### config.mk
export PLATFORM = sky130hd
export DESIGN_NAME = pick_place_mission_sequencer
export DESIGN_NICKNAME = d
export VERILOG_FILES = /design/src/rtl/core/pmms_pkg.sv /design/src/rtl/core/pick_place_mission_sequencer.sv /design/src/rtl/core/pmms_cfg_regs.sv /design/src/rtl/core/pmms_step.sv
export SDC_FILE = /design/constraint.sdc
export NUM_CORES = 1
export LEC_CHECK = 0
export ABC_AREA = 1
export CAP_MARGIN = 20
export CORE_MARGIN = 4
export CORE_UTILIZATION = 47
export CTS_CLUSTER_DIAMETER = 80
export DETAILED_ROUTE_END_ITERATION = 10
export DONT_BUFFER_PORTS = 1
export PLACE_DENSITY = 0.61
export SLEW_MARGIN = 20
export SYNTH_ARGS = -nofsm -noshare
export SYNTH_HDL_FRONTEND = slang
export SYNTH_SLANG_ARGS = --single-unit
export TNS_END_PERCENT = 100
### constraint.sdc
create_clock -name aclk -period 7.35 [get_ports aclk]
set_clock_uncertainty 0.2 [all_clocks]
set_input_delay 1.1025 -clock aclk [delete_from_list [all_inputs] [get_ports aclk]]
set_output_delay 1.1025 -clock aclk [all_outputs]
set_load 0.1 [all_outputs]
### src/rtl/core/pmms_pkg.sv
// pmms_pkg: shared types, state and command codes, register indexes and reset
// values for the pick-and-place mission sequencer.
// No dependencies; every other file in rtl/core imports this package.
package pmms_pkg;

    // default width of the wrapping millisecond time base
    localparam int TIME_BITS_DEFAULT = 32;

    // item kinds carried on s_tuser
    localparam logic [1:0] MODE_TICK  = 2'd0;
    localparam logic [1:0] MODE_START = 2'd1;
    localparam logic [1:0] MODE_ABORT = 2'd2;
    localparam logic [1:0] MODE_SET   = 2'd3;

    // mission state codes
    localparam logic [3:0] S_IDLE     = 4'd0;
    localparam logic [3:0] S_NAVPICK  = 4'd1;
    localparam logic [3:0] S_VERIFY   = 4'd2;
    localparam logic [3:0] S_DOCK     = 4'd3;
    localparam logic [3:0] S_PICK     = 4'd4;
    localparam logic [3:0] S_LIFT     = 4'd5;
    localparam logic [3:0] S_NAVDROP  = 4'd6;
    localparam logic [3:0] S_POSITION = 4'd7;
    localparam logic [3:0] S_RELEASE  = 4'd8;
    localparam logic [3:0] S_RETRACT  = 4'd9;
    localparam logic [3:0] S_YIELD    = 4'd10;
    localparam logic [3:0] S_SAFESTOP = 4'd11;
    localparam logic [3:0] S_ESTOP    = 4'd12;
    localparam logic [3:0] S_COMMLOSS = 4'd13;
    localparam logic [3:0] S_FAULT    = 4'd14;

    // timed sub-steps of pick, lift, release and retract
    localparam logic [1:0] SUB_POSE   = 2'd0;
    localparam logic [1:0] SUB_SETTLE = 2'd1;
    localparam logic [1:0] SUB_GRIP   = 2'd2;

    // arm commands
    localparam logic [3:0] ARM_NONE      = 4'd0;
    localparam logic [3:0] ARM_HOME      = 4'd1;
    localparam logic [3:0] ARM_APPROACH  = 4'd2;
    localparam logic [3:0] ARM_PICK      = 4'd3;
    localparam logic [3:0] ARM_LIFT      = 4'd4;
    localparam logic [3:0] ARM_TRANSPORT = 4'd5;
    localparam logic [3:0] ARM_DROP      = 4'd6;
    localparam logic [3:0] ARM_RETRACT   = 4'd7;
    localparam logic [3:0] ARM_STOP      = 4'd8;

    // arm pose durations in ms
    localparam logic [9:0] MOVE_NONE_MS  = 10'd0;
    localparam logic [9:0] MOVE_SHORT_MS = 10'd600;
    localparam logic [9:0] MOVE_MID_MS   = 10'd700;
    localparam logic [9:0] MOVE_LONG_MS  = 10'd800;

    // gripper, drive and navigation commands
    localparam logic [1:0] GRIP_NONE  = 2'd0;
    localparam logic [1:0] GRIP_CLOSE = 2'd1;
    localparam logic [1:0] GRIP_OPEN  = 2'd2;

    localparam logic [1:0] DRIVE_NONE  = 2'd0;
    localparam logic [1:0] DRIVE_STOP  = 2'd1;
    localparam logic [1:0] DRIVE_CREEP = 2'd2;

    localparam logic [1:0] NAV_NONE = 2'd0;
    localparam logic [1:0] NAV_GOAL = 2'd1;
    localparam logic [1:0] NAV_STOP = 2'd2;
    localparam logic [1:0] NAV_STEP = 2'd3;

    // goal headings in degrees
    localparam logic signed [7:0] HEADING_NONE = 8'sd0;
    localparam logic signed [7:0] HEADING_PICK = 8'sd90;
    localparam logic signed [7:0] HEADING_DROP = -8'sd90;

    // configuration register indexes
    localparam logic [2:0] CFG_PICK_X      = 3'd0;
    localparam logic [2:0] CFG_PICK_Y      = 3'd1;
    localparam logic [2:0] CFG_DROP_X      = 3'd2;
    localparam logic [2:0] CFG_DROP_Y      = 3'd3;
    localparam logic [2:0] CFG_VERIFY_TO   = 3'd4;
    localparam logic [2:0] CFG_POSE_SETTLE = 3'd5;
    localparam logic [2:0] CFG_GRIP_SETTLE = 3'd6;

    // configuration reset values
    localparam logic signed [15:0] PICK_X_RST = 16'sd3500;
    localparam logic signed [15:0] PICK_Y_RST = 16'sd3200;
    localparam logic signed [15:0] DROP_X_RST = 16'sd6000;
    localparam logic signed [15:0] DROP_Y_RST = 16'sd9800;
    localparam logic [15:0] VERIFY_TO_RST     = 16'd1500;
    localparam logic [15:0] POSE_SETTLE_RST   = 16'd800;
    localparam logic [15:0] GRIP_SETTLE_RST   = 16'd600;

    typedef struct packed {
        logic signed [15:0] pick_x;
        logic signed [15:0] pick_y;
        logic signed [15:0] drop_x;
        logic signed [15:0] drop_y;
        logic [15:0]        verify_timeout_ms;
        logic [15:0]        pose_settle_ms;
        logic [15:0]        grip_settle_ms;
    } cfg_t;

    typedef struct packed {
        logic [1:0]  mode;
        logic [31:0] time_ms;
        logic [3:0]  target_state;
        logic        estop;
        logic        yield_req;
        logic        nav_arrived;
        logic        rfid_seen;
        logic        dock_clear;
    } item_t;

    typedef struct packed {
        logic [3:0]         state;
        logic [3:0]         arm_cmd;
        logic [9:0]         arm_move_ms;
        logic [1:0]         gripper_cmd;
        logic [1:0]         drive_cmd;
        logic [1:0]         nav_cmd;
        logic signed [15:0] goal_x;
        logic signed [15:0] goal_y;
        logic signed [7:0]  goal_heading_deg;
    } result_t;

    // sequencer control state other than the time stamp
    typedef struct packed {
        logic [3:0] mission_state;
        logic [3:0] state_before_yield;
        logic [1:0] sub_step;
    } ctrl_t;

endpackage

### src/rtl/core/pick_place_mission_sequencer.sv
// pick_place_mission_sequencer: top level with input and result registers,
// sequencer state and configuration. Depends on pmms_pkg, pmms_cfg_regs, pmms_step.
//
// Usage:
//   s_ channel: one item per handshake; s_tuser is the item kind (tick, start,
//   abort, manual set), s_tdata the time stamp, manual target and status flags.
//   m_ channel: one result item per input item, in order: state plus arm,
//   gripper, drive and navigation commands.
//   cfg_ channel: register writes by index, always ready; write only while the
//   block holds no item in flight.
//   Pipeline: an accepted item is held in the input register, evaluated from
//   it by the sequencer step and its result is held in the result register.
//   Throughput: one item per cycle while m_tready is high; the sequencer step
//   is purely combinational between the input and result registers.
//   Stall: while m_tready is low the result register holds and one more item
//   is taken into the input register; then s_tready drops until the result
//   is taken.
//   Reset: aresetn low clears both valid flags, sets the state to idle with a
//   zero time stamp and loads the configuration reset values.
module pick_place_mission_sequencer #(
    parameter int TIME_BITS = pmms_pkg::TIME_BITS_DEFAULT
) (
    input  logic        aclk,
    input  logic        aresetn,
    // input items
    input  logic        s_tvalid,
    output logic        s_tready,
    // time_ms[31:0], target_state[35:32], estop[36], yield_req[37],
    // nav_arrived[38], rfid_seen[39], dock_clear[40], zero pad[47:41]
    input  logic [47:0] s_tdata,
    // mode[1:0]
    input  logic [1:0]  s_tuser,
    // result items
    output logic        m_tvalid,
    input  logic        m_tready,
    // state[3:0], arm_cmd[7:4], arm_move_ms[17:8], gripper_cmd[19:18],
    // drive_cmd[21:20], nav_cmd[23:22], goal_x[39:24], goal_y[55:40],
    // goal_heading_deg[63:56]
    output logic [63:0] m_tdata,
    // configuration writes
    input  logic        cfg_valid,
    output logic        cfg_ready,
    input  logic [2:0]  cfg_addr,
    input  logic [15:0] cfg_data
);
    import pmms_pkg::*;

    cfg_t                 cfg;
    item_t                s_item;
    item_t                in_reg;
    logic                 in_valid_reg;
    result_t              out_reg;
    logic                 out_valid_reg;
    ctrl_t                ctrl_reg;
    ctrl_t                ctrl_next;
    logic [TIME_BITS-1:0] start_ms_reg;
    logic [TIME_BITS-1:0] start_ms_next;
    result_t              step_res;
    logic                 out_free;
    logic                 step_fire;

    // configuration registers
    assign cfg_ready = 1'b1;

    pmms_cfg_regs u_cfg (
        .aclk    (aclk),
        .aresetn (aresetn),
        .wr_en   (cfg_valid && cfg_ready),
        .wr_addr (cfg_addr),
        .wr_data (cfg_data),
        .cfg     (cfg)
    );

    // unpack the input item
    assign s_item.mode         = s_tuser;
    assign s_item.time_ms      = s_tdata[31:0];
    assign s_item.target_state = s_tdata[35:32];
    assign s_item.estop        = s_tdata[36];
    assign s_item.yield_req    = s_tdata[37];
    assign s_item.nav_arrived  = s_tdata[38];
    assign s_item.rfid_seen    = s_tdata[39];
    assign s_item.dock_clear   = s_tdata[40];

    // pipeline flow control
    assign out_free  = !out_valid_reg || m_tready;
    assign step_fire = in_valid_reg && out_free;
    assign s_tready  = !in_valid_reg || out_free;

    // input register
    always_ff @(posedge aclk) begin
        if (!aresetn) begin
            in_valid_reg <= 1'b0;
        end else if (s_tready) begin
            in_valid_reg <= s_tvalid;
        end
    end

    always_ff @(posedge aclk) begin
        if (s_tready && s_tvalid) begin
            in_reg <= s_item;
        end
    end

    // sequencer step
    pmms_step #(
        .TIME_BITS (TIME_BITS)
    ) u_step (
        .item          (in_reg),
        .cfg           (cfg),
        .ctrl          (ctrl_reg),
        .start_ms      (start_ms_reg),
        .ctrl_next     (ctrl_next),
        .start_ms_next (start_ms_next),
        .res           (step_res)
    );

    // sequencer state
    always_ff @(posedge aclk) begin
        if (!aresetn) begin
            ctrl_reg.mission_state      <= S_IDLE;
            ctrl_reg.state_before_yield <= S_IDLE;
            ctrl_reg.sub_step           <= SUB_POSE;
            start_ms_reg                <= '0;
        end else if (step_fire) begin
            ctrl_reg     <= ctrl_next;
            start_ms_reg <= start_ms_next;
        end
    end

    // result register
    always_ff @(posedge aclk) begin
        if (!aresetn) begin
            out_valid_reg <= 1'b0;
        end else if (out_free) begin
            out_valid_reg <= in_valid_reg;
        end
    end

    always_ff @(posedge aclk) begin
        if (step_fire) begin
            out_reg <= step_res;
        end
    end

    assign m_tvalid = out_valid_reg;
    assign m_tdata  = {out_reg.goal_heading_deg, out_reg.goal_y, out_reg.goal_x,
                       out_reg.nav_cmd, out_reg.drive_cmd, out_reg.gripper_cmd,
                       out_reg.arm_move_ms, out_reg.arm_cmd, out_reg.state};

    // reported state matches the sequencer state that the step produced
    assert property (@(posedge aclk) disable iff (!aresetn)
        step_fire |=> (m_tdata[3:0] == ctrl_reg.mission_state))
        else $error("result state differs from sequencer state");

    // a pose duration only comes with a pose command
    assert property (@(posedge aclk) disable iff (!aresetn)
        (m_tvalid && (m_tdata[17:8] != MOVE_NONE_MS)) |->
        ((m_tdata[7:4] != ARM_NONE) && (m_tdata[7:4] != ARM_STOP)))
        else $error("arm duration without a pose command");

    // sub-steps are only live in the timed states
    assert property (@(posedge aclk) disable iff (!aresetn)
        (ctrl_reg.sub_step != SUB_POSE) |->
        ((ctrl_reg.mission_state == S_PICK) || (ctrl_reg.mission_state == S_RELEASE) ||
         (ctrl_reg.mission_state == S_LIFT) || (ctrl_reg.mission_state == S_RETRACT)))
        else $error("sub-step set outside a timed state");

    // input back-pressure only when both registers are full and stalled
    assert property (@(posedge aclk) disable iff (!aresetn)
        !s_tready |-> (in_valid_reg && out_valid_reg && !m_tready))
        else $error("input stalled without a full pipeline");

endmodule

### src/rtl/core/pmms_cfg_regs.sv
// pmms_cfg_regs: configuration register file of the mission sequencer.
// Depends on pmms_pkg for cfg_t, register indexes and reset values.
module pmms_cfg_regs (
    input  logic              aclk,
    input  logic              aresetn,
    input  logic              wr_en,
    input  logic [2:0]        wr_addr,
    input  logic [15:0]       wr_data,
    output pmms_pkg::cfg_t    cfg
);
    import pmms_pkg::*;

    cfg_t cfg_reg;
    cfg_t cfg_next;

    // write decode, indexes beyond the list are dropped
    always_comb begin
        cfg_next = cfg_reg;
        if (wr_en) begin
            unique case (wr_addr)
                CFG_PICK_X:      cfg_next.pick_x            = wr_data;
                CFG_PICK_Y:      cfg_next.pick_y            = wr_data;
                CFG_DROP_X:      cfg_next.drop_x            = wr_data;
                CFG_DROP_Y:      cfg_next.drop_y            = wr_data;
                CFG_VERIFY_TO:   cfg_next.verify_timeout_ms = wr_data;
                CFG_POSE_SETTLE: cfg_next.pose_settle_ms    = wr_data;
                CFG_GRIP_SETTLE: cfg_next.grip_settle_ms    = wr_data;
                default: ;
            endcase
        end
    end

    always_ff @(posedge aclk) begin
        if (!aresetn) begin
            cfg_reg.pick_x            <= PICK_X_RST;
            cfg_reg.pick_y            <= PICK_Y_RST;
            cfg_reg.drop_x            <= DROP_X_RST;
            cfg_reg.drop_y            <= DROP_Y_RST;
            cfg_reg.verify_timeout_ms <= VERIFY_TO_RST;
            cfg_reg.pose_settle_ms    <= POSE_SETTLE_RST;
            cfg_reg.grip_settle_ms    <= GRIP_SETTLE_RST;
        end else begin
            cfg_reg <= cfg_next;
        end
    end

    assign cfg = cfg_reg;

endmodule

### src/rtl/core/pmms_step.sv
// pmms_step: next-state and command logic for one item of the sequencer.
// Purely combinational; depends on pmms_pkg for codes and struct types.
module pmms_step #(
    parameter int TIME_BITS = pmms_pkg::TIME_BITS_DEFAULT
) (
    input  pmms_pkg::item_t         item,
    input  pmms_pkg::cfg_t          cfg,
    input  pmms_pkg::ctrl_t         ctrl,
    input  logic [TIME_BITS-1:0]    start_ms,
    output pmms_pkg::ctrl_t         ctrl_next,
    output logic [TIME_BITS-1:0]    start_ms_next,
    output pmms_pkg::result_t       res
);
    import pmms_pkg::*;

    logic [TIME_BITS-1:0] now;
    logic [TIME_BITS-1:0] start_eff;
    logic [TIME_BITS-1:0] elapsed;
    logic [3:0]           run_state;
    logic [1:0]           run_sub;
    logic                 restore;
    logic                 run_tick;
    logic                 past_verify;
    logic                 past_pose;
    logic                 past_grip;
    logic                 is_pick;

    // time base, truncated or widened to the stamp width
    assign now = TIME_BITS'(item.time_ms);

    // a plain tick runs the state machine; leaving yield restores first
    assign run_tick  = (item.mode == MODE_TICK) && !item.estop && !item.yield_req;
    assign restore   = run_tick && (ctrl.mission_state == S_YIELD);
    assign run_state = restore ? ctrl.state_before_yield : ctrl.mission_state;
    assign run_sub   = restore ? SUB_POSE : ctrl.sub_step;
    assign start_eff = restore ? now : start_ms;

    // wrapping elapsed time and strict timeouts
    assign elapsed     = now - start_eff;
    assign past_verify = elapsed > TIME_BITS'(cfg.verify_timeout_ms);
    assign past_pose   = elapsed > TIME_BITS'(cfg.pose_settle_ms);
    assign past_grip   = elapsed > TIME_BITS'(cfg.grip_settle_ms);

    assign is_pick = (run_state == S_PICK);

    always_comb begin
        res           = '0;
        ctrl_next     = ctrl;
        start_ms_next = start_ms;

        unique case (item.mode)
            MODE_START: begin
                res.arm_cmd          = ARM_HOME;
                res.arm_move_ms      = MOVE_SHORT_MS;
                res.nav_cmd          = NAV_GOAL;
                res.goal_x           = cfg.pick_x;
                res.goal_y           = cfg.pick_y;
                res.goal_heading_deg = HEADING_PICK;
                ctrl_next.mission_state = S_NAVPICK;
                ctrl_next.sub_step      = SUB_POSE;
                start_ms_next           = now;
            end
            MODE_ABORT: begin
                res.nav_cmd   = NAV_STOP;
                res.drive_cmd = DRIVE_STOP;
                res.arm_cmd   = ARM_STOP;
                ctrl_next.mission_state = S_IDLE;
                ctrl_next.sub_step      = SUB_POSE;
                start_ms_next           = now;
            end
            MODE_SET: begin
                // the unused code above fault is taken as fault
                ctrl_next.mission_state = (item.target_state > S_FAULT) ? S_FAULT
                                                                      : item.target_state;
                ctrl_next.sub_step      = SUB_POSE;
                start_ms_next           = now;
            end
            default: begin
                priority if (item.estop) begin
                    // latch estop, no command
                    if (ctrl.mission_state != S_ESTOP) begin
                        ctrl_next.mission_state = S_ESTOP;
                        ctrl_next.sub_step      = SUB_POSE;
                        start_ms_next           = now;
                    end
                end else if (item.yield_req) begin
                    // pick and release only pause
                    if (ctrl.mission_state != S_YIELD && ctrl.mission_state != S_PICK &&
                        ctrl.mission_state != S_RELEASE) begin
                        ctrl_next.state_before_yield = ctrl.mission_state;
                        ctrl_next.mission_state      = S_YIELD;
                        ctrl_next.sub_step           = SUB_POSE;
                        start_ms_next                = now;
                    end
                end else begin
                    ctrl_next.mission_state = run_state;
                    ctrl_next.sub_step      = run_sub;
                    start_ms_next           = start_eff;

                    // mission state machine
                    unique case (run_state)
                        S_IDLE: begin
                            res.drive_cmd = DRIVE_STOP;
                        end
                        S_NAVPICK, S_NAVDROP: begin
                            res.nav_cmd = NAV_STEP;
                            if (item.nav_arrived) begin
                                ctrl_next.mission_state = (run_state == S_NAVPICK) ?
                                                          S_VERIFY : S_POSITION;
                                ctrl_next.sub_step      = SUB_POSE;
                                start_ms_next           = now;
                            end
                        end
                        S_VERIFY: begin
                            res.drive_cmd = DRIVE_STOP;
                            if (item.rfid_seen || past_verify) begin
                                res.arm_cmd     = ARM_APPROACH;
                                res.arm_move_ms = MOVE_LONG_MS;
                                ctrl_next.mission_state = S_DOCK;
                                ctrl_next.sub_step      = SUB_POSE;
                                start_ms_next           = now;
                            end
                        end
                        S_DOCK: begin
                            if (!item.dock_clear) begin
                                res.drive_cmd = DRIVE_CREEP;
                            end else begin
                                res.drive_cmd = DRIVE_STOP;
                                ctrl_next.mission_state = S_PICK;
                                ctrl_next.sub_step      = SUB_POSE;
                                start_ms_next           = now;
                            end
                        end
                        S_PICK, S_RELEASE: begin
                            res.drive_cmd = DRIVE_STOP;
                            if (run_sub == SUB_POSE) begin
                                res.arm_cmd        = is_pick ? ARM_PICK : ARM_DROP;
                                res.arm_move_ms    = MOVE_MID_MS;
                                ctrl_next.sub_step = SUB_SETTLE;
                                start_ms_next      = now;
                            end else if (run_sub == SUB_SETTLE && past_pose) begin
                                res.gripper_cmd    = is_pick ? GRIP_CLOSE : GRIP_OPEN;
                                ctrl_next.sub_step = SUB_GRIP;
                                start_ms_next      = now;
                            end else if (run_sub == SUB_GRIP && past_grip) begin
                                ctrl_next.mission_state = is_pick ? S_LIFT : S_RETRACT;
                                ctrl_next.sub_step      = SUB_POSE;
                                start_ms_next           = now;
                            end
                        end
                        S_LIFT: begin
                            if (run_sub == SUB_POSE) begin
                                res.arm_cmd        = ARM_LIFT;
                                res.arm_move_ms    = MOVE_MID_MS;
                                ctrl_next.sub_step = SUB_SETTLE;
                                start_ms_next      = now;
                            end else if (run_sub == SUB_SETTLE && past_pose) begin
                                res.arm_cmd          = ARM_TRANSPORT;
                                res.arm_move_ms      = MOVE_SHORT_MS;
                                res.nav_cmd          = NAV_GOAL;
                                res.goal_x           = cfg.drop_x;
                                res.goal_y           = cfg.drop_y;
                                res.goal_heading_deg = HEADING_DROP;
                                ctrl_next.mission_state = S_NAVDROP;
                                ctrl_next.sub_step      = SUB_POSE;
                                start_ms_next           = now;
                            end
                        end
                        S_POSITION: begin
                            res.drive_cmd   = DRIVE_STOP;
                            res.arm_cmd     = ARM_APPROACH;
                            res.arm_move_ms = MOVE_MID_MS;
                            if (past_pose) begin
                                ctrl_next.mission_state = S_RELEASE;
                                ctrl_next.sub_step      = SUB_POSE;
                                start_ms_next           = now;
                            end
                        end
                        S_RETRACT: begin
                            if (run_sub == SUB_POSE) begin
                                res.arm_cmd        = ARM_RETRACT;
                                res.arm_move_ms    = MOVE_MID_MS;
                                ctrl_next.sub_step = SUB_SETTLE;
                                start_ms_next      = now;
                            end else if (run_sub == SUB_SETTLE && past_pose) begin
                                res.arm_cmd     = ARM_HOME;
                                res.arm_move_ms = MOVE_SHORT_MS;
                                ctrl_next.mission_state = S_IDLE;
                                ctrl_next.sub_step      = SUB_POSE;
                                start_ms_next           = now;
                            end
                        end
                        default: begin
                            // safestop, estop, commloss and fault hold the drive
                            res.drive_cmd = DRIVE_STOP;
                        end
                    endcase
                end
            end
        endcase

        res.state = ctrl_next.mission_state;
    end

endmodule
Word level (Yosys, flattened, before mapping)
Index checks and enable logic that the tools add are counted.

Flip-flop bits (word level): 263. Input bits: 74. Output and inout port bits: 67. Word-level logic and storage cells: 179.

Add/subtract/negate cells: 1. Order comparisons: 4. Eq/ne operators: 27. Mux-type cells: 77. Bitwise operators: 4. Reduce and logical (&&, ||, !) cells: 36.

Operators by type and width (number): $mux W32 (15); $pmux W32 S6 (1); $mux W60 (2); $gt A32 B16 Y1 (3); $pmux W40 S2 (1); $pmux W14 S5 (1); $mux W4 (17); $mux W42 (1); $mux W41 (1); $mux W40 (1); $mux W13 (3); $mux W2 (19); $sub A32 B32 Y32 (1); $pmux W4 S7 (1); $pmux W4 S3 (2); $pmux W10 S2 (1); $eq A4 B3 Y1 const B (4); $mux W14 (1); $reduce_and A2 Y1 (7); $eq A4 B4 Y1 const B (3); $mux W12 (1); $ne A4 B4 Y1 const B (3); $pmux W2 S2 (3); $pmux W2 S6 (1); 27 further kinds (56).

Depth between registers and ports, before layout
Gate-level depths: netlist (run 1).

Word-level depth: 15. Mapped depth: 38. Gate-level depth less buffers: 35.

Modules after synthesis
From an unflattened synthesis (run 1), not the netlist that was laid out.

Cell total of the unflattened synthesis: 2610. Area total of the unflattened synthesis: 17825.8 um^2.

By module, submodules not included: pmms_step (times used 1, cells each 1609, area an instance 8299.2 um^2, seq. area each 0.0 um^2); pick_place_mission_sequencer (times used 1, cells each 398, area an instance 5193.7 um^2, seq. area each 4093.9 um^2); pmms_cfg_regs (times used 1, cells each 603, area an instance 4332.9 um^2, seq. area each 2242.2 um^2).

Least setup slack after synthesis (run 1)
Ideal clock, no wire load.

Path type: reg2reg. From: reg in_reg[41] in the netlist's numbering. To: reg out_reg (netlist bit m_tdata[22]), data pin. Data arrival time: 4.641 ns. Data required time: 6.992 ns. Path slack: 2.351 ns. Stages on the path, launching flop included: 37. Period minus slack after synthesis: 4.999 ns. Path through: edfxtp_1 inv_1 ha_1 nand2_1 nor2_4 nand2_4 buf_2 clkbuf_1 clkbuf_1 nand2_1 o21ai_0 inv_1 ha_1 nand2_1 inv_1 nand2_1 inv_2 a21oi_1 nand2_1 xor2_1 ha_1 nand2_1 inv_1 nand3_1 nor3_1 nand2_1 o2111ai_1 nand2_1 nand3_2 nand2_2 buf_6 inv_1 nand2_1 nor2_2 buf_2 inv_1 o211ai_1.

RTL lines: start: declaration (line pick_place_mission_sequencer.sv:50) `item_t in_reg;`; start signal: assignment (line pick_place_mission_sequencer.sv:100) `in_reg <= s_item;`; end signal: assignment (line pick_place_mission_sequencer.sv:141) `out_reg <= step_res;`; end: declaration (line pick_place_mission_sequencer.sv:52) `result_t out_reg;`.

Worst setup path after layout (run 1)
From: reg in_reg[42] in the netlist's numbering. To: reg start_ms_reg[0].

Cells in the longest elaborated chain, start to end: 15.

RTL lines: $logic_not A2 Y1 (line pmms_step.sv:32) `assign run_tick = (item.mode == MODE_TICK) && !item.estop && !item.yield_req;`; $logic_and A1 B1 Y1 (2 in a row) (line pmms_step.sv:32); $logic_and A1 B1 Y1 (line pmms_step.sv:33) `assign restore = run_tick && (ctrl.mission_state == S_YIELD);`; $mux W32 (line pmms_step.sv:36) `assign start_eff = restore ? now : start_ms;`; $sub A32 B32 Y32 (line pmms_step.sv:39) `assign elapsed = now - start_eff;`; $gt A32 B16 Y1 (line pmms_step.sv:42) `assign past_grip = elapsed > TIME_BITS'(cfg.grip_settle_ms);`; $logic_and A1 B1 Y1 (line pmms_step.sv:145) `end else if (run_sub == SUB_GRIP && past_grip) begin`; $mux W32 (line pmms_step.sv:145); $mux W32 (line pmms_step.sv:141) `end else if (run_sub == SUB_SETTLE && past_pose) begin`; $mux W32 (line pmms_step.sv:136) `if (run_sub == SUB_POSE) begin`; $pmux W32 S6 (line pmms_step.sv:101) `unique case (run_state)`; $mux W32 (line pmms_step.sv:86) `end else if (item.yield_req) begin`; $mux W32 (line pmms_step.sv:79) `priority if (item.estop) begin`; $mux W32 (line pmms_step.sv:51) `unique case (item.mode)`; end signal: assignment (line pick_place_mission_sequencer.sv:126) `start_ms_reg <= start_ms_next;`; end: declaration (line pick_place_mission_sequencer.sv:56) `logic [TIME_BITS-1:0] start_ms_reg;`.

Parallel ways exist; a longest one is shown, timed or not. A chain may end at the register's enable or synchronous reset.

==> results of run 1 <==
per-layer routing:
metal / track usage / part of all wire
met5: 0 / 0.00027
met4: 0.04855 / 0.019
met3: 0.03491 / 0.073
met2: 0.4185 / 0.46
met1: 0.3601 / 0.45
worst paths after layout:
kind / to / slack, ns / depth (start not counted)
worst max-delay path: start_ms_reg[0]$_SDFFE_PN0P_ / 0.89 / 33
worst min register to register: u_cfg.cfg[29]$_SDFFE_PN0P_ / 0.25 / 2
worst min-delay path: u_cfg.cfg[29]$_SDFFE_PN0P_ / 0.25 / 2
worst max register to register: start_ms_reg[0]$_SDFFE_PN0P_ / 0.89 / 33
layout make-up:
cell class | count | area share
Timing Repair Buffer | 24 | 0.01508
Tap cell | 448 | 0.03249
Multi-Input combinational cell | 1560 | 0.4839
Clock inverter | 16 | 0.008629
Inverter | 295 | 0.06418
Clock buffer | 38 | 0.04402
Antenna cell | 1 | 0.0001450
Sequential cell | 254 | 0.3516
synth_stat cells (8+ instances only):
cell,count
nor3_1,16
nand2_4,8
a21oi_1,212
nand2_2,19
edfxtp_1,98
xor2_1,8
o211ai_1,17
dfxtp_1,156
nand3_2,24
o21ai_0,189
a221oi_1,10
nor2_1,214
buf_4,11
inv_1,270
inv_2,25
nor2_4,8
clkbuf_1,72
buf_2,10
nand4_1,30
a32o_1,32
o21ai_1,22
ha_1,74
o221ai_1,22
nor2_2,10
nand3_1,119
nand2_1,475
power groups by stage:
| stage | Sequential [mW] | Combinational (mW) | Clock [mW] |
|---|---|---|---|
| floorplan | 1.69 | 0.560 | 0 |
| global placement | 1.70 | 0.725 | 0 |
| detailed placement | 1.70 | 0.737 | 0 |
| CTS | 1.67 | 0.742 | 1.43 |
| global route | 1.67 | 0.841 | 1.48 |
| finish | 1.67 | 0.747 | 1.40 |
metrics by stage:
stage | instances | power (mW) | hold slack [ns] | cell area (µm²) | setup WS (ns)
after floorplan | 2212 | 2.248 | 0.2292 | 16000 | 2.351
after global placement | 2581 | 2.423 | 0.2382 | 16340 | 0.9053
after detailed placement | 2581 | 2.436 | 0.2446 | 16340 | 0.8600
after CTS | 2635 | 3.839 | 0.2590 | 17250 | 0.8482
after global routing | 2635 | 3.999 | 0.2752 | 17250 | 0.1519
final | 2636 | 3.812 | 0.2546 | 17250 | 0.8863
logic make-up after synthesis:
family / synth area share
xor+xnor: 0.007669
other cells: 0.0004697
buf+inv: 0.09985
fa+ha+maj: 0.05791
simple gates: 0.2654
flops: 0.3794
compound gates: 0.1894
worst register-to-register path: cells and delay by family, from the launching register on:
family / cells / cell delay, ns
compound gates: 5 / 1.09
buf+inv: 6 / 0.58
simple gates: 18 / 2.76
fa+ha+maj: 3 / 0.93
xor+xnor: 1 / 0.37
flops: 1 / 0.42
==> impl_metrics.toml, run 1 <==
[hold_path]
hp-start = "u_cfg.cfg[29]$_SDFFE_PN0P_"
hold_class = "flop to flop"

[route]
dr_total_vias = 14712
avgViaCountPerCell = 5.581
dr.pass1.iters = 5
initialDrtViolationCount = 1398
wl_per_cell_um = 18.23
drt_wl_total_um = 48060
drc_errors = 0
ant_nets = 0

[cts]
cts.sinks = 254
clk_latency_ns = 0.58
hold_buffers = 0
cts_tree = "yes"
ctsResizeCount = 0
cts_buffers = 29
clk_path_buf_depth = 3
cts.htree.levels = 1
post_cts_buffers = 0
root_buffer = "clkbuf_16"
clk_pin_slew_worst_paths_ns = 0.06

[sta]
hold_viol_final = 0
slew_viol_final = 0
fmax_ghz = 0.1547
finalSetupTns_ns = 0
slew_headroom = 0.2802
finalSetupViolCount = 0
rsz0062_at_grt = "false"
tightest_slew_ns = 1.077
fin_crit_sh = 0.8794
fin_crit_ns = 6.464

[critical_path]
slowest_stage = "nand3_2"
crit_path_frequent_cell = "nand2_1"
crit_required_ns = 7.60
path_buf_inv = 6
max_stage_delay_ns = 0.48
end_kind = "flop"
crit_fanout = 38
cp_top_family = "simple AND/OR/NAND/NOR gates"
rr_startpoint = "in_reg[42]$_DFFE_PP_"
cp-startpoint = "in_reg[42]$_DFFE_PP_"
crit_arrival_ns = 6.71
worstSetupPathType = "flop to flop"
cp-start-kind = "flop"

[final_layout]
area_delta_synth_final_pct = 7.911
num-nets-final = 2312
seqCellArea_mm2 = 0.006066
final_common_cell = "nand2_1"
drive_gt1_frac = 0.07956
layout_common_cells = "nand2_1 (474), inv_1 (267), nor2_1 (214)"
multi_input_area_mm2 = 0.008349
largest_reg_flops = 112
num-fill-cells = 3319
fin_util = 0.5146

[die]
io_pins = 141
die_y_um = 192.4
dieArea_mm2 = 0.03704
core_area_mm2 = 0.03353
num_rows = 67
die_x_um = 192.4
start_util = 0.4768

[logic_synthesis]
syn-instance-count = 2210
async_flop_share = 0
post_synth_instance_area_mm2 = 0.01599
yosysUniqueCellTypes = 49
yosysWarnings = 0
synth-edff-count = 98
postSynthAreaPerCell_um2 = 7.235
ys_ff_latch = 254
synth_top_area_frac = 0.1953
ys.flop_type = "dfxtp_1"
synth.area.top_cells = "dfxtp_1 (20%), edfxtp_1 (18%), nand2_1 (11%)"
yosys.area.top_type = "dfxtp_1"
synth-seq-area-share = 0.3794

[pwr]
powerDensity_mw_per_mm2 = 220.9
netSwitchingPower_mw = 1.250
netSwitchingFraction = 0.3279
ir_drop_uv = 180.5
p_comb_frac = 0.196
intPower_mw = 2.562
p_seq_frac = 0.438
p_clk_frac = 0.366
p_leak_nw = 7.356

[global_route]
grt_max_degree = 119
antenna_found_initial = 1
grt-ovfl-total = 0
grt_use_total = 0.2540
grt_pass1_wl_um = 75400
grt_pass1_vias = 13515

[placement]
port-buffer-count = 0
dpl.hpwl_um = 33870
routabilityCongestion = 0.9184

[outcome]
status = "complete, no violations"

[flow_run]
drv_cap = 0
(Power assumes the default switching activity.)
==> run 2: changes to the inputs <==
--- a/config.mk
+++ b/config.mk
@@ -8,11 +8,11 @@
 export ABC_AREA = 1
 export CAP_MARGIN = 20
 export CORE_MARGIN = 4
-export CORE_UTILIZATION = 47
+export CORE_UTILIZATION = 30
 export CTS_CLUSTER_DIAMETER = 80
 export DETAILED_ROUTE_END_ITERATION = 10
 export DONT_BUFFER_PORTS = 1
-export PLACE_DENSITY = 0.61
+export PLACE_DENSITY = 0.43
 export SLEW_MARGIN = 20
 export SYNTH_ARGS = -nofsm -noshare
 export SYNTH_HDL_FRONTEND = slang
==> run 2 against run 1 <==
  * Die area grew 54%
  * Sequential power is essentially flat
  * First-iteration DRC count shrank 20%
  * Fmax grew 1.2%
  * Sequential share of layout area shrank 1.2 points
  * Cell count grew 9.7%
  * Design area grew 3.7%
  * Register-to-register slack gained 0.08 ns
  * Worst setup slack gained 0.078 ns
  * Flip-flop and latch count is the same
==> impl_metrics.toml, run 2 (synthesis results as in run 1) <==
[placement]
routabilityCongestion = 0.8953
preCtsSetupSlack_ns = 0.9656
port-buffer-count = 0
placed_area_mm2 = 0.01667
dpl.cell_count = 2825
dpl.hpwl_um = 38480

[critical_path]
slowest_stage = "o21ai_0"
r2r-end = "start_ms_reg[27]$_SDFFE_PN0P_"
reg2reg_slack_ns = 0.96
end_kind = "flop"
endpoint = "start_ms_reg[27]$_SDFFE_PN0P_"
crit_required_ns = 7.56
crit_path_frequent_cell = "nand2_1"
path_depth = 34
cp_top_family = "simple AND/OR/NAND/NOR gates"
path_buf_inv = 7
cp-startpoint = "in_reg[41]$_DFFE_PP_"
cp-start-kind = "flop"
crit_arrival_ns = 6.59
max_stage_delay_ns = 0.43
crit_fanout = 33
rr_worst_depth = 34
rr_startpoint = "in_reg[41]$_DFFE_PP_"
worstSetupPathType = "flop to flop"

[final_layout]
final_cells = 2892
num-nets-final = 2322
layout_common_cells = "nand2_1 (474), inv_1 (268), nor2_1 (214)"
drive_gt1_frac = 0.08632
design_area_mm2 = 0.01789
area_delta_synth_final_pct = 11.87
final_common_cell = "nand2_1"
largest_reg_flops = 112

[route]
ant_nets = 0
drc_errors = 0
drt_wl_total_um = 55210
dr.pass1.iters = 6
avgViaCountPerCell = 5.171
initialDrtViolationCount = 1116
dr_total_vias = 14955
wl_per_cell_um = 19.09

[sta]
fin_crit_ns = 6.386
slew_headroom = 0.2279
slew_viol_final = 0
rsz0062_at_grt = "false"
hold_viol_final = 0
finalSetupViolCount = 0
finalSetupTns_ns = 0
fmax_ghz = 0.1566
fin_crit_sh = 0.8688
tightest_slew_ns = 1.155
fin_ws_ns = 0.9643

[cts]
cts_buffers = 35
clk_path_buf_depth = 3
root_buffer = "clkbuf_16"
clk_pin_slew_worst_paths_ns = 0.06
clk_latency_ns = 0.55
cts_tree = "yes"
ctsResizeCount = 0
hold_buffers = 0
post_cts_buffers = 0
cts.sinks = 254
cts.htree.levels = 2

[die]
dieArea_mm2 = 0.05705
io_pins = 141
start_util = 0.3037
die_y_um = 238.9
num_rows = 84
core_area_mm2 = 0.05266
die_x_um = 238.9

[pwr]
ir_drop_uv = 156.8
powerDensity_mw_per_mm2 = 234.6
total_power_mw = 4.196
p_leak_nw = 7.510

[outcome]
status = "complete, no violations"

[hold_path]
hold-path-cell-count = 2
hold_class = "flop to flop"

[global_route]
grt_pass1_vias = 14007
grt_use_total = 0.1875
grt-ovfl-total = 0
antenna_found_initial = 5
grt_pass1_wl_um = 83940
grt_max_degree = 119

[flow_run]
drv_cap = 0
==> run 2: changes by cell type in the layout (fill, tap and decap cells not counted), moves of 2 or more <==
cell	delta
diode_2	+2
clkbuf_16	+9
inv_2	-2
clkbuf_1	-4
buf_4	+4
clkinvlp_4	+2
clkbuf_8	+3
clkinv_2	-4
inv_6	+2
==> run 2: worst min path at each step <==
stage / startpoint / to / slack, ns
6_report: ctrl_reg[4]$_SDFFE_PN0P_ / ctrl_reg[4]$_SDFFE_PN0P_ / 0.26
3_3_place_gp: u_cfg.cfg[99]$_SDFFE_PN1P_ / u_cfg.cfg[99]$_SDFFE_PN1P_ / 0.24
5_1_grt: u_cfg.cfg[28]$_SDFFE_PN0P_ / u_cfg.cfg[28]$_SDFFE_PN0P_ / 0.27
4_1_cts: ctrl_reg[4]$_SDFFE_PN0P_ / ctrl_reg[4]$_SDFFE_PN0P_ / 0.26
3_5_place_dp: u_cfg.cfg[90]$_SDFFE_PN1P_ / u_cfg.cfg[90]$_SDFFE_PN1P_ / 0.24
2_1_floorplan: u_cfg.cfg[101]$_SDFFE_PN1P_ / u_cfg.cfg[101]$_SDFFE_PN1P_ / 0.23
==> run 2: area by class of cell <==
| cell class | count | area, µm² |
|---|---|---|
| antenna | 3 | 7.507 |
| clock buffer | 47 | 1016 |
| clock inverter | 17 | 191.4 |
| fill | 5558 | 34770 |
| inverter | 295 | 1109 |
| multi-input combinational | 1560 | 8347 |
| sequential | 254 | 6066 |
| tap | 688 | 860.8 |
| timing repair buffer | 28 | 290.3 |
==> run 2: worst reg2reg max path, delay by kind of cell (launching register included) <==
kind                       cells  cell delay (ns)
adders and majority gates      3             0.93
AOI/OAI and AO/OA              5             1.16
buffers and inverters          7             0.83
and+or+nand+nor               18             2.39
DFF                            1             0.42
xor gates and xnor gates       1             0.32
==> run 2: stage by stage <==
| stage | util | hold slack (ns) |
|---|---|---|
| 2_1_floorplan | - | 0.2292 |
| 3_5_place_dp | 0.3166 | 0.2428 |
| 4_1_cts | 0.3395 | 0.2553 |
| 6_report | 0.3397 | 0.2558 |
| 5_1_grt | 0.3396 | 0.2740 |
| 3_3_place_gp | 0.3166 | 0.2385 |
==> run 2: report_power, final <==
group / leakage (nW) / switching (mW) / internal [mW]
Clock: 0.580 / 0.702 / 1.06
Sequential: 2.21 / 0.141 / 1.53
Combinational: 4.72 / 0.534 / 0.230
==> run 2: layer usage <==
metal,wire (µm),GRT usage,vias up
met3,3234,0.03138,92
met4,1683,0.06561,2
li1,-,-,7342
met1,25400,0.2591,7054
met5,11,0,-
met2,24880,0.2974,465
==> run 3: changes to the inputs <==
--- a/config.mk
+++ b/config.mk
@@ -16,5 +16,6 @@
 export SLEW_MARGIN = 20
 export SYNTH_ARGS = -nofsm -noshare
 export SYNTH_HDL_FRONTEND = slang
+export SYNTH_HIERARCHICAL = 1
 export SYNTH_SLANG_ARGS = --single-unit
 export TNS_END_PERCENT = 100
==> constraint.sdc (replaced) <==
create_clock -name aclk -period 7.15 [get_ports aclk]
set_clock_uncertainty 0.2 [all_clocks]
set_input_delay 1.0725 -clock aclk [delete_from_list [all_inputs] [get_ports aclk]]
set_output_delay 1.0725 -clock aclk [all_outputs]
set_load 0.1 [all_outputs]
==> run 3 against run 2 <==
  * Core utilization is 0.66 points lower
  * Combinational power is 29% higher
  * Clock power is 2% higher
  * Largest cell class unchanged
  * Highest routed layer is now met4
==> impl_metrics.toml, run 3 <==
[outcome]
status = "complete, no violations"

[route]
avgViaCountPerCell = 5.132
dr_total_vias = 17207
initialDrtViolationCount = 1493
wl_per_cell_um = 18.88
ant_nets = 0
dr.pass1.iters = 5
drc_errors = 0
drt_wl_total_um = 63310

[pwr]
netSwitchingPower_mw = 1.585
netSwitchingFraction = 0.3446
powerDensity_mw_per_mm2 = 234.4
p_seq_frac = 0.393
p_leak_nw = 8.786
p_comb_frac = 0.215
p_clk_frac = 0.392
intPower_mw = 3.015
total_power_mw = 4.600
ir_drop_uv = 187.2

[critical_path]
slowest_stage = "edfxtp_1"
crit_required_ns = 7.39
max_stage_delay_ns = 0.62
worstSetupPathType = "flop to flop"
crit_arrival_ns = 6.67
crit_path_frequent_cell = "nand2_1"
cp-start-kind = "flop"
end_kind = "flop"
rr_worst_depth = 37
crit_fanout = 15

[sta]
fin_ws_ns = 0.7203
finalSetupViolCount = 0
fmax_ghz = 0.1555
slew_viol_final = 0
tightest_slew_ns = 1.112
rsz0062_at_grt = "false"
fin_crit_sh = 0.8993
fin_crit_ns = 6.430
timing.hold.ws_ns = 0.2569
finalSetupTns_ns = 0
slew_headroom = 0.2578
hold_viol_final = 0

[final_layout]
area_delta_synth_final_pct = 10.08
largest_reg_flops = 112
final_common_cell = "nand2_1"
drive_gt1_frac = 0.07212
layout_common_cells = "nand2_1 (620), inv_1 (324), nor2_1 (313)"
num-fill-cells = 6250
num-nets-final = 2695
fin_util = 0.3331

[die]
num_rows = 89
start_util = 0.3026
dieArea_mm2 = 0.06338
die_y_um = 251.8
core_area_mm2 = 0.05891
io_pins = 141
die_x_um = 251.8

[logic_synthesis]
synth_top_area_frac = 0.1802
yosysUniqueCellTypes = 52
syn-instance-count = 2610
post_synth_instance_area_mm2 = 0.01783
yosysMostFrequentCell = "nand2_1"
yosysWarnings = 6
ys.flop_type = "dfxtp_1"
synth-seq-area-share = 0.3554
ys_ff_latch = 263
yosys.area.top_type = "edfxtp_1"
async_flop_share = 0
postSynthAreaPerCell_um2 = 6.830
yosys-top-cells-count = "nand2_1 (620), inv_1 (325), nor2_1 (314)"
synth-edff-count = 107
synth.area.top_cells = "edfxtp_1 (18%), dfxtp_1 (18%), nand2_1 (13%)"

[cts]
cts_tree = "yes"
post_cts_buffers = 0
hold_buffers = 0
clk_latency_ns = 0.55
root_buffer = "clkbuf_16"
cts.htree.levels = 2
clk_pin_slew_worst_paths_ns = 0.06
ctsResizeCount = 0
clk_path_buf_depth = 3
cts.sinks = 263
cts_buffers = 35

[placement]
routabilityCongestion = 0.8589
dpl.hpwl_um = 44490
preCtsSetupSlack_ns = 0.6985
port-buffer-count = 0

[global_route]
grt-ovfl-total = 0
met3_usage = 0.02412
grt-busiest-layer = "met2"
grt_pass1_vias = 15973
grt_max_degree = 156
antenna_found_initial = 2
groute.layer.met1.usage = 0.2765
met2_usage = 0.3057
grt_pass1_wl_um = 96410
grt_use_total = 0.1931

[flow_run]
drv_cap = 0

[hold_path]
hold_class = "flop to flop"
hold-path-cell-count = 2
run 3: changes by cell type after synthesis, sizes merged, moves of 23 or more:
cell / before / now
a32o: 32 / 0
o211ai: 17 / 48
a22o: 0 / 32
a21oi: 212 / 189
inv: 295 / 343
buf: 31 / 85
o21ai: 211 / 152
nor2: 233 / 335
nand3: 148 / 254
nand2: 502 / 634
run 3: power by group through the flow:
stage	Clock [mW]	Combinational (mW)	Sequential, mW
floorplan	0	0.724	1.81
global placement	0	0.970	1.84
detailed placement	0	0.983	1.84
CTS	1.86	0.988	1.81
global route	1.92	1.12	1.82
finish	1.80	0.989	1.81
run 3: kinds of logic after synthesis:
kind of cell    share of synthesized area
other cells                     0.0004213
xor+xnor                         0.007370
fa+ha+maj                         0.04843
buf+inv                            0.1152
simple gates                       0.3052
compound gates                     0.1680
flops                              0.3554
run 3: layout make-up:
| class | instances | area, µm² | area share |
|---|---|---|---|
| multi-input cells | 1859 | 9467 | 0.4824 |
| flip-flops and latches | 263 | 6337 | 0.3230 |
| inverters | 350 | 1318 | 0.06714 |
| well taps | 773 | 967.2 | 0.04929 |
| clock buffers | 41 | 918.4 | 0.04680 |
| repair buffers | 43 | 355.3 | 0.01811 |
| clock inverters | 23 | 257.7 | 0.01314 |
| diodes | 1 | 2.502 | 0.0001275 |
run 3: worst max-delay path, delay by kind of cell (launching register included):
| family | cells | cell delay (ns) |
|---|---|---|
| fa+ha+maj | 2 | 0.57 |
| compound gates | 3 | 0.30 |
| buf+inv | 6 | 0.79 |
| simple gates | 25 | 3.45 |
| flops | 1 | 0.62 |
| xor+xnor | 1 | 0.33 |
run 3: metrics by stage:
stage | instances | area, µm²
6_report | 3353 | 19620
3_3_place_gp | 3287 | 18430
4_1_cts | 3351 | 19600
2_1_floorplan | 2612 | 17830
5_1_grt | 3353 | 19620
3_5_place_dp | 3287 | 18430
run 3: path summary, 6_finish.rpt:
kind                         startpoint                             to  slack (ns)
max                 in_reg[4]$_DFFE_PP_  start_ms_reg[14]$_SDFFE_PN0P_        0.72
min          u_cfg/cfg[57]$_SDFFE_PN1P_     u_cfg/cfg[57]$_SDFFE_PN1P_        0.26
max reg2reg         in_reg[4]$_DFFE_PP_  start_ms_reg[14]$_SDFFE_PN0P_        0.72
min reg2reg  u_cfg/cfg[57]$_SDFFE_PN1P_     u_cfg/cfg[57]$_SDFFE_PN1P_        0.26
run 3: routing by layer:
metal	wire, µm	share of wire
met4	1674	0.026
met3	3298	0.052
met5	0	0
met2	28180	0.45
met1	30150	0.48
